--- config.mk ---
export PLATFORM = sky130hd
export DESIGN_NAME = bounded_deque
export DESIGN_NICKNAME = d
export VERILOG_FILES = /design/src/design/bdq_pkg.sv /design/src/design/bdq_ring.sv /design/src/design/bounded_deque.sv
export VERILOG_INCLUDE_DIRS = /design/src /design/src/design
export SDC_FILE = /design/constraint.sdc
export NUM_CORES = 1
export LEC_CHECK = 0
export BUFFER_PORTS_ARGS = -buffer_cell sky130_fd_sc_hd__buf_2
export CORE_ASPECT_RATIO = 0.6
export CORE_MARGIN = 2
export CORE_UTILIZATION = 45
export DETAILED_ROUTE_END_ITERATION = 16
export PLACE_DENSITY = 0.76
export SETUP_SLACK_MARGIN = 0.1
export SYNTH_ARGS = -nofsm -noshare
export SYNTH_HDL_FRONTEND = slang
export SYNTH_SLANG_ARGS = --single-unit
--- constraint.sdc ---
create_clock -name i_clk -period 4.3 [get_ports i_clk]
set_input_delay 0.43 -clock i_clk [delete_from_list [all_inputs] [get_ports i_clk]]
set_output_delay 0.43 -clock i_clk [all_outputs]
set_load 0.01 [all_outputs]
--- src/design/bounded_deque_defines.svh ---
// ----------------------------------------------------------------------------
// Bounded deque assertion macros
// Concurrent assertion shorthands used by the bounded deque top-level file.
// ----------------------------------------------------------------------------
`ifndef BOUNDED_DEQUE_DEFINES_SVH
`define BOUNDED_DEQUE_DEFINES_SVH

// Same-cycle implication, disabled while reset is asserted.
`define BDQ_ASSERT_NOW(lbl, clk, rst_n, ante, cons, msg) \
    lbl: assert property (@(posedge clk) disable iff (!rst_n) (ante) |-> (cons)) \
        else $error(msg);

// Next-cycle implication, disabled while reset is asserted.
`define BDQ_ASSERT_NEXT(lbl, clk, rst_n, ante, cons, msg) \
    lbl: assert property (@(posedge clk) disable iff (!rst_n) (ante) |=> (cons)) \
        else $error(msg);

`endif

--- src/design/bdq_pkg.sv ---
// ----------------------------------------------------------------------------
// Bounded deque package
// Request and status codes and the response flag struct.
// ----------------------------------------------------------------------------
package bdq_pkg;

    typedef enum logic [1:0] {
        REQ_PUSH_FRONT = 2'd0,
        REQ_PUSH_BACK  = 2'd1,
        REQ_POP_FRONT  = 2'd2,
        REQ_POP_BACK   = 2'd3
    } t_req;

    typedef enum logic [1:0] {
        ST_OK        = 2'd0,
        ST_OVERFLOW  = 2'd1,
        ST_UNDERFLOW = 2'd2
    } t_status;

    typedef struct packed {
        logic    pop_ok;
        t_status status;
    } t_resp;

endpackage

--- src/design/bdq_ring.sv ---
// ----------------------------------------------------------------------------
// Bounded deque ring control
// Front pointer and entry count; turns a transaction into memory accesses.
// ----------------------------------------------------------------------------
module bdq_ring #(
    parameter int DEPTH = 8
) (
    input  logic                         i_clk,
    input  logic                         i_rst_n,
    input  logic                         i_accept,
    input  bdq_pkg::t_req                i_req_type,
    output logic                         o_wr_en,
    output logic [$clog2(DEPTH)-1:0]     o_wr_addr,
    output logic                         o_rd_en,
    output logic [$clog2(DEPTH)-1:0]     o_rd_addr,
    output bdq_pkg::t_resp               o_resp,
    output logic [$clog2(DEPTH+1)-1:0]   o_fill
);
    import bdq_pkg::*;

    localparam int AW = $clog2(DEPTH);
    localparam int CW = $clog2(DEPTH + 1);
    localparam int SW = AW + 1;

    logic [AW-1:0] r_front, n_front;
    logic [CW-1:0] r_count, n_count;

    logic [SW-1:0] w_sum;
    logic [SW-1:0] w_sum_m1;
    logic [AW-1:0] w_back;
    logic [AW-1:0] w_last;
    logic [AW-1:0] w_front_dec;
    logic [AW-1:0] w_front_inc;
    logic          w_full;
    logic          w_empty;

    always_comb begin
        w_sum    = SW'(r_front) + SW'(r_count);
        w_sum_m1 = w_sum - 1'b1;
        w_back   = (w_sum >= SW'(DEPTH)) ? AW'(w_sum - SW'(DEPTH)) : w_sum[AW-1:0];
        w_last   = (w_sum_m1 >= SW'(DEPTH)) ? AW'(w_sum_m1 - SW'(DEPTH))
                                             : w_sum_m1[AW-1:0];
        w_front_dec = (r_front == '0) ? AW'(DEPTH - 1) : r_front - 1'b1;
        w_front_inc = (r_front == AW'(DEPTH - 1)) ? '0 : r_front + 1'b1;
        w_full  = (r_count == CW'(DEPTH));
        w_empty = (r_count == '0);
    end

    always_comb begin
        n_front       = r_front;
        n_count       = r_count;
        o_wr_en       = 1'b0;
        o_wr_addr     = w_back;
        o_rd_en       = 1'b0;
        o_rd_addr     = r_front;
        o_resp.pop_ok = 1'b0;
        o_resp.status = ST_OK;
        case (i_req_type)
            REQ_PUSH_FRONT: begin
                o_wr_addr = w_front_dec;
                if (w_full) begin
                    o_resp.status = ST_OVERFLOW;
                end else begin
                    o_wr_en = i_accept;
                    n_front = w_front_dec;
                    n_count = r_count + 1'b1;
                end
            end
            REQ_PUSH_BACK: begin
                if (w_full) begin
                    o_resp.status = ST_OVERFLOW;
                end else begin
                    o_wr_en = i_accept;
                    n_count = r_count + 1'b1;
                end
            end
            REQ_POP_FRONT: begin
                if (w_empty) begin
                    o_resp.status = ST_UNDERFLOW;
                end else begin
                    o_rd_en       = i_accept;
                    o_resp.pop_ok = 1'b1;
                    n_front       = w_front_inc;
                    n_count       = r_count - 1'b1;
                end
            end
            REQ_POP_BACK: begin
                o_rd_addr = w_last;
                if (w_empty) begin
                    o_resp.status = ST_UNDERFLOW;
                end else begin
                    o_rd_en       = i_accept;
                    o_resp.pop_ok = 1'b1;
                    n_count       = r_count - 1'b1;
                end
            end
            default: begin
                o_resp.status = ST_OK;
            end
        endcase
        o_fill = n_count;
    end

    always_ff @(posedge i_clk) begin
        if (!i_rst_n) begin
            r_front <= '0;
            r_count <= '0;
        end else if (i_accept) begin
            r_front <= n_front;
            r_count <= n_count;
        end
    end

endmodule

--- src/design/bounded_deque.sv ---
// ----------------------------------------------------------------------------
// Bounded deque
// Fixed-capacity double-ended queue of signed 32-bit words in a ring memory.
// ----------------------------------------------------------------------------
//
//  Channel   Handshake            Ports
//  -------   ------------------   ---------------------------------------------
//  request   start & !busy        i_req_type, i_push_value
//  result    o_strobe (1 cycle)   o_pop_value, o_status, o_fill_level
//
//  Every transaction produces exactly one result, in the cycle after acceptance.
//  A new transaction may be accepted in every cycle: the memory write of a push
//  and the registered read of a pop both complete at the accepting clock edge,
//  so busy is never raised and the sustained rate is one transaction per cycle.
//  Reset is synchronous and active low; it empties the queue. Stored words have
//  no reset: a pop only ever reads an entry that an earlier push wrote.
//  The receiver cannot stall; each result is present for exactly one cycle.
//
module bounded_deque #(
    parameter int DEPTH = 8
) (
    input  logic                         i_clk,
    input  logic                         i_rst_n,
    input  logic                         start,
    output logic                         busy,
    input  bdq_pkg::t_req                i_req_type,
    input  logic signed [31:0]           i_push_value,
    output logic                         o_strobe,
    output logic signed [31:0]           o_pop_value,
    output bdq_pkg::t_status             o_status,
    output logic [$clog2(DEPTH+1)-1:0]   o_fill_level
);
    import bdq_pkg::*;

    `include "bounded_deque_defines.svh"

    localparam int AW = $clog2(DEPTH);
    localparam int CW = $clog2(DEPTH + 1);

    // The ring memory: one write port and one registered read port.
    logic signed [31:0] r_mem [DEPTH];
    logic signed [31:0] r_rd_data;

    logic          w_accept;
    logic          w_wr_en;
    logic [AW-1:0] w_wr_addr;
    logic          w_rd_en;
    logic [AW-1:0] w_rd_addr;
    t_resp         w_resp;
    logic [CW-1:0] w_fill;

    logic          r_strobe;
    logic          r_pop_ok;
    t_status       r_status;
    logic [CW-1:0] r_fill;

    // Every transaction completes at the edge that accepts it, so the block
    // never needs to hold off the requester.
    assign busy     = 1'b0;
    assign w_accept = start && !busy;

    bdq_ring #(
        .DEPTH (DEPTH)
    ) u_ring (
        .i_clk      (i_clk),
        .i_rst_n    (i_rst_n),
        .i_accept   (w_accept),
        .i_req_type (i_req_type),
        .o_wr_en    (w_wr_en),
        .o_wr_addr  (w_wr_addr),
        .o_rd_en    (w_rd_en),
        .o_rd_addr  (w_rd_addr),
        .o_resp     (w_resp),
        .o_fill     (w_fill)
    );

    // A push and a pop never occur in the same transaction, so the write and
    // the read never touch the memory at the same edge. A pop that follows a
    // push reads at a later edge and sees the stored word.
    always_ff @(posedge i_clk) begin
        if (w_wr_en) begin
            r_mem[w_wr_addr] <= i_push_value;
        end
        if (w_rd_en) begin
            r_rd_data <= r_mem[w_rd_addr];
        end
    end

    // Result register: status and fill level travel alongside the read.
    always_ff @(posedge i_clk) begin
        if (!i_rst_n) begin
            r_strobe <= 1'b0;
        end else begin
            r_strobe <= w_accept;
        end
    end

    always_ff @(posedge i_clk) begin
        if (w_accept) begin
            r_pop_ok <= w_resp.pop_ok;
            r_status <= w_resp.status;
            r_fill   <= w_fill;
        end
    end

    assign o_strobe     = r_strobe;
    assign o_pop_value  = r_pop_ok ? r_rd_data : '0;
    assign o_status     = r_status;
    assign o_fill_level = r_fill;

    // Every accepted transaction yields a result in the following cycle.
    `BDQ_ASSERT_NEXT(a_result_follows, i_clk, i_rst_n, w_accept, o_strobe, "result missing")
    // The fill level never exceeds the capacity.
    `BDQ_ASSERT_NOW(a_fill_bound, i_clk, i_rst_n, o_strobe, o_fill_level <= CW'(DEPTH), "fill above capacity")
    // A rejected push is only reported when the queue is full.
    `BDQ_ASSERT_NOW(a_overflow_full, i_clk, i_rst_n, o_strobe && o_status == ST_OVERFLOW, o_fill_level == CW'(DEPTH), "overflow while not full")
    // An underflow is only reported when the queue is empty.
    `BDQ_ASSERT_NOW(a_underflow_empty, i_clk, i_rst_n, o_strobe && o_status == ST_UNDERFLOW, o_fill_level == '0, "underflow while not empty")

endmodule
# Yosys cells after proc, flatten, opt, wreduce, memory -nomap -nowiden
# Memories as Yosys holds them, arrays and structs flattened. A register that Yosys moved wholly into a read port is not among the register bits.
# Cells that the tools add are included.
[totals]
ff_bits = 15
ramBits = 256
inputBits = 37
out_inout_bits = 40
elab_cells = 54
n_memories = 1
[op_classes]
n_addsub = 8
n_lt_le_gt_ge = 2
n_eq_ne = 7
n_mux = 23
reduce_logical = 7
[mem_list]
columns = ["memory", "depth", "width", "read_ports", "rd_clocked_by_memory_dff", "wr", "line_no", "source"]
rows = [
  ["r_mem", 8, 32, 1, 1, 1, "bounded_deque.sv:41", "logic signed [31:0] r_mem [DEPTH];"],
]
[op_table]
columns = ["operator", "count"]
rows = [
  ["$mux W32", 1],
  ["$mux W3", 8],
  ["$sub A3 B1 Y3 const B", 3],
  ["$ge A4 B4 Y1 const B", 2],
  ["$mux W1", 8],
  ["$mux W4", 2],
  ["$pmux W4 S2", 1],
  ["$sub A4 B1 Y4 const B", 2],
  ["$pmux W3 S2", 1],
  ["$add A3 B4 Y4", 1],
  ["$add A4 B1 Y4 const B", 1],
  ["$eq A2 B2 Y1 const B", 2],
  ["$eq A4 B4 Y1 const B", 1],
  ["$logic_not A4 Y1", 1],
  ["$ne A2 B2 Y1 const B", 2],
  ["$pmux W2 S2", 1],
  ["$reduce_and A4 Y1", 1],
  ["$reduce_or A2 Y1", 2],
  ["$add A3 B1 Y3 const B", 1],
  ["$eq A3 B3 Y1 const B", 1],
  ["$logic_not A3 Y1", 1],
  ["$eq A2 B1 Y1 const B", 1],
  ["$logic_not A2 Y1", 1],
  ["$mux W2", 1],
  ["$reduce_bool A2 Y1", 1],
]

# Longest topological paths before layout
[logic_depth]
word_depth = 5
ltp_mapped = 11
depth_no_buf = 9

# By module
# A second synthesis with hierarchy kept.
[hier_totals]
hier_cells = 568
area_unflattened_um2 = 12069.1
[by_module_without_submodules]
columns = ["mod", "instances", "cells_per_inst", "area_per_inst_um2", "seq_area_each_um2"]
rows = [
  ["bounded_deque", 1, 461, 11245.8, 8878.5],
  ["bdq_ring", 1, 107, 823.3, 140.1],
]

# Worst setup path before layout
# OpenSTA, ideal clock, no wires.
[synth_path]
path_type = "register -> register"
startpoint = "register u_ring.r_front[0]"
endpoint = "memory r_mem[3][0] (enable)"
setup_time_ns = 0.468
t_arrival_ns = 4.114
required_time_ns = 3.832
path_slack_ns = -0.282
path_stages_with_launch = 9
n_path_buf = 0
period_less_slack_ns = 4.582
cell_sequence = "dfxtp_1 > ha_1 > inv_1 > fa_1 > xor2_1 > nor2_1 > a21oi_1 > mux2i_1 > nor3b_1"
[synth_between]
elab_chain_cells = 4
elab_cells_between_ends = 8
classes_between = "add/sub (3); order compare (1); mux (3); reduce/logical (1)"
[synth_lines]
columns = ["element", "line_no", "source"]
rows = [
  ["from (decl)", "bdq_ring.sv:25", "logic [AW-1:0] r_front, n_front;"],
  ["from (signal assigned)", "bdq_ring.sv:109", "r_front <= n_front;"],
  ["$add A3 B4 Y4", "bdq_ring.sv:38", "w_sum = SW'(r_front) + SW'(r_count);"],
  ["$ge A4 B4 Y1 / $sub A3 B1 Y3 (equally long branches)", "bdq_ring.sv:40", "w_back = (w_sum >= SW'(DEPTH)) ? AW'(w_sum - SW'(DEPTH)) : w_sum[AW-1:0];"],
  ["$mux W3", "bdq_ring.sv:40", ""],
  ["$mux W3 (*)", "bdq_ring.sv:58", "case (i_req_type)"],
  ["to (decl)", "bounded_deque.sv:41", ""],
]
# Every way passes the cells marked *; elsewhere a longest branch is shown, timed or not.

# Final worst setup path
[layout_path]
startpoint = "register u_ring.r_count[0]"
endpoint = "register r_rd_data[18] (read register of r_mem), data pin"
[layout_between]
elab_chain_cells = 5
elab_cells_between_ends = 9
classes_between = "add/sub (3); order compare (1); mux (4); reduce/logical (1)"
[layout_lines]
columns = ["element", "line_no", "source"]
rows = [
  ["from (decl)", "bdq_ring.sv:26", "logic [CW-1:0] r_count, n_count;"],
  ["from (signal assigned)", "bdq_ring.sv:110", "r_count <= n_count;"],
  ["$add A3 B4 Y4", "bdq_ring.sv:38", ""],
  ["$sub A4 B1 Y4", "bdq_ring.sv:39", "w_sum_m1 = w_sum - 1'b1;"],
  ["$ge A4 B4 Y1 / $sub A3 B1 Y3 (equally long branches)", "bdq_ring.sv:41", "w_last = (w_sum_m1 >= SW'(DEPTH)) ? AW'(w_sum_m1 - SW'(DEPTH))"],
  ["$mux W3", "bdq_ring.sv:41", ""],
  ["$mux W3", "bdq_ring.sv:58", ""],
  ["to (decl)", "bounded_deque.sv:42", "logic signed [31:0] r_rd_data;"],
]
# Parallel ways exist; a longest one is shown, timed or not.
# A chain may end at the register's enable or synchronous reset.

==> flow_metrics.tcl <==
set metrics [dict create \
    cp_common_cell "ha_1" \
    synth-compound-area-share 0.0549 \
    firstDrtPassIters 4 \
    finalSetupTns_ns 0 \
    drv_slew 0 \
    synth_area_um2 12000 \
    cp.arrival_ns 3.76 \
    synth-edff-count 295 \
    grt_pass1_wl_um 37400 \
    syn_avg_cell_area_um2 17.9 \
    overflow 0 \
    worstHoldPathCells 1 \
    drcViolationCount 0 \
    synthFlopType "edfxtp_1" \
    critPathCaptureType "flop" \
    synthSimpleGateAreaFrac 0.0408 \
    wl_per_cell_um 21.2 \
    dieArea_um2 28000 \
    num_vias 6190 \
    postCtsHoldBufs 0 \
    rr_endpoint "r_rd_data[18]" \
    syn_to_final_growth_pct 14.5 \
    fin_hold_ws_ns 0.160 \
    hold_end "r_mem[3][12]" \
    final_common_cell "edfxtp_1" \
    hp-start "i_push_value[12]" \
    synth_top_family_by_area "multiplexers" \
    synth_cell_types 51 \
    die_h_um 130 \
    first_global_vias 6412 \
    post_cts_buffers 0 \
    max_stage_delay_ns 0.54 \
    ys_async_sr_fraction 0 \
    die_w_um 215 \
    synth.net_count 717 \
    clock_sinks 303 \
    synth.largest_area_cell "edfxtp_1" \
    hp-class "input port to flop" \
    skew_ns 0.00917 \
    wirelength_um 24200 \
    htree_num_levels 1 \
    std_cell_rows 46 \
    reg2reg_slack_ns 0.80 \
    path_clk_slew_ns 0.06 \
    startpoint_type "flop" \
    drive_above_1_share 0.273 \
    portBuffers 75 \
    grt_max_degree 50 \
    yosys_warnings 0 \
    track_usage 0.176 \
    finalSetupViolCount 0 \
    antenna_found_initial 3 \
    cp_slowest_cell "a21oi_4" \
    gp_congestion 0.766 \
    synth-xor-area-share 0.00480 \
    initial_core_util 0.456 \
    ff2ff_path_depth 9 \
    cts_tree "built" \
    yosysSeqAreaShare 0.752 \
    reg2reg_from "u_ring.r_count[0]" \
    core_um2 26300 \
    ys_top_cells_by_area "edfxtp_1 74%, mux2_2 6.1%, mux2i_1 5.8%" \
    root_buffer "clkbuf_16" \
    post-route-period-util 0.813 \
    muxShareOfSynthArea 0.119 \
    power_density_nw_per_um2 473 \
    ys_seq_elements 303 \
    cap_violations 0 \
    dpl.hpwl_um 13900 \
    critical_path_class "flop to flop" \
    io_pins 77 \
    cellLeakagePower_nw 4.64 \
    startpoint "u_ring.r_count[0]" \
    yosys.area.top_type_share 0.739 \
    worst_pin_slew_ns 1.10 \
    ant_nets 0 \
    relSlewSlack 0.265 \
    clock_path_buffers 3 \
    numCtsBuffers 26 \
    first_iter_violations 444 \
    status "completed" \
    fill_cells 2110 \
    rsz0062_at_grt "false" \
    fin_nets 807 \
    synthesis.instances 671 \
    vias_per_cell 5.42 \
    worstPathCellList "ha_1 > inv_1 > fa_1 > ha_1 > a21oi_4 > buf_12 > mux2_2 > o22ai_1 > a221oi_1" \
    period_needed_ns 3.50 \
    vdd_drop_max_mv 0.279 \
    finalHoldViolations 0 \
    cts_resized 0 \
    fmaxAchievable_mhz 286 \
    required_ns 4.56 \
    synthAdderAreaFrac 0.0100 \
    cp_max_fo 49 \
    clk_latency_ns 0.54 \
    mostFrequentLayoutCells "295 x edfxtp_1, 75 x buf_2, 69 x mux2i_1" \
]
## Yosys cell counts, types with 2 or more instances
cell type	number
clkbuf_1	14
nor2_1	14
inv_1	9
and2_1	35
o211ai_1	2
dfxtp_1	8
edfxtp_1	295
a221oi_1	31
nand3b_1	3
mux2i_1	69
and3b_1	2
o22ai_1	32
nand2_1	5
xnor2_1	3
mux2_2	65
a21oi_1	6
o21ai_0	5
buf_6	2
ha_1	8
a211oi_1	2
nor3_1	7
buf_4	6
and3_1	3
nand2b_1	3
nor2b_1	5
buf_2	12
## flip-flops by register name, indices dropped and copies added (netlist names)
| name | count |
|---|---|
| r_mem | 256 |
| r_rd_data | 32 |
| u_ring.r_front | 3 |
| o_status | 2 |
| r_pop_ok | 1 |
| o_fill_level | 4 |
| u_ring.r_count | 4 |
| o_strobe | 1 |
## worst max path at each step
stage	end	slack (ns)	depth (start not counted)
after global placement	r_mem[1][19]	0.98	9
after detailed placement	r_rd_data[21]	0.84	9
after global routing	r_mem[1][23]	0.61	9
after CTS	r_rd_data[18]	0.79	9
after floorplan	r_mem[7][0]	0.05	8
final	r_rd_data[18]	0.80	9
## routing by layer
layer / global-route usage / routed length [um] / up-vias
met5: 0 / 15 / -
met4: 0.0404 / 377 / 2
met3: 0.0398 / 1600 / 32
met2: 0.288 / 11200 / 181
met1: 0.245 / 11000 / 3129
li1: - / - / 2846
## critical path, delay by kind of cell (launching register included)
kind / cells / cell delay [ns]
adders and majority gates: 3 / 1.01
AOI/OAI and AO/OA: 3 / 0.82
buffers and inverters: 2 / 0.43
muxes: 1 / 0.39
DFF: 1 / 0.52
## through the flow
step	setup WS [ns]	instances	cell area, um2	power, mW	util
global placement	0.981	1093	12900	4.35	0.492
finish	0.804	1142	13700	6.49	0.522
floorplan	0.0467	671	12000	4.06	-
CTS	0.795	1140	13700	6.55	0.522
global route	0.612	1141	13700	6.74	0.522
detailed placement	0.843	1093	12900	4.37	0.492
## cells by family (layout without fill, tap and decap cells)
family          Yosys count  in the layout
mux                     134            134
other cells               1              3
fa+ha+maj                 9              9
buf+inv                  45            154
flops                   303            303
compound gates           90             90
simple gates             84             84
xor+xnor                  5              5
## cell type report
cell class	instances	area, um2	area share
Antenna cell	2	5.00	0.000364
Clock buffer	32	694	0.0506
Clock inverter	15	88.8	0.00647
Inverter	9	33.8	0.00246
Multi-Input combinational cell	323	2810	0.205
Sequential cell	303	9020	0.657
Tap cell	360	450	0.0328
Timing Repair Buffer	98	636	0.0463
## where the power goes
| part | total [mW] | switching, mW | internal [mW] |
|---|---|---|---|
| clock | 2.19 | 0.993 | 1.20 |
| combinational | 0.856 | 0.500 | 0.356 |
| sequential | 3.44 | 0.0408 | 3.40 |
| total | 6.49 | 1.53 | 4.96 |
No activity file was read; power rests on OpenSTA's default activity.
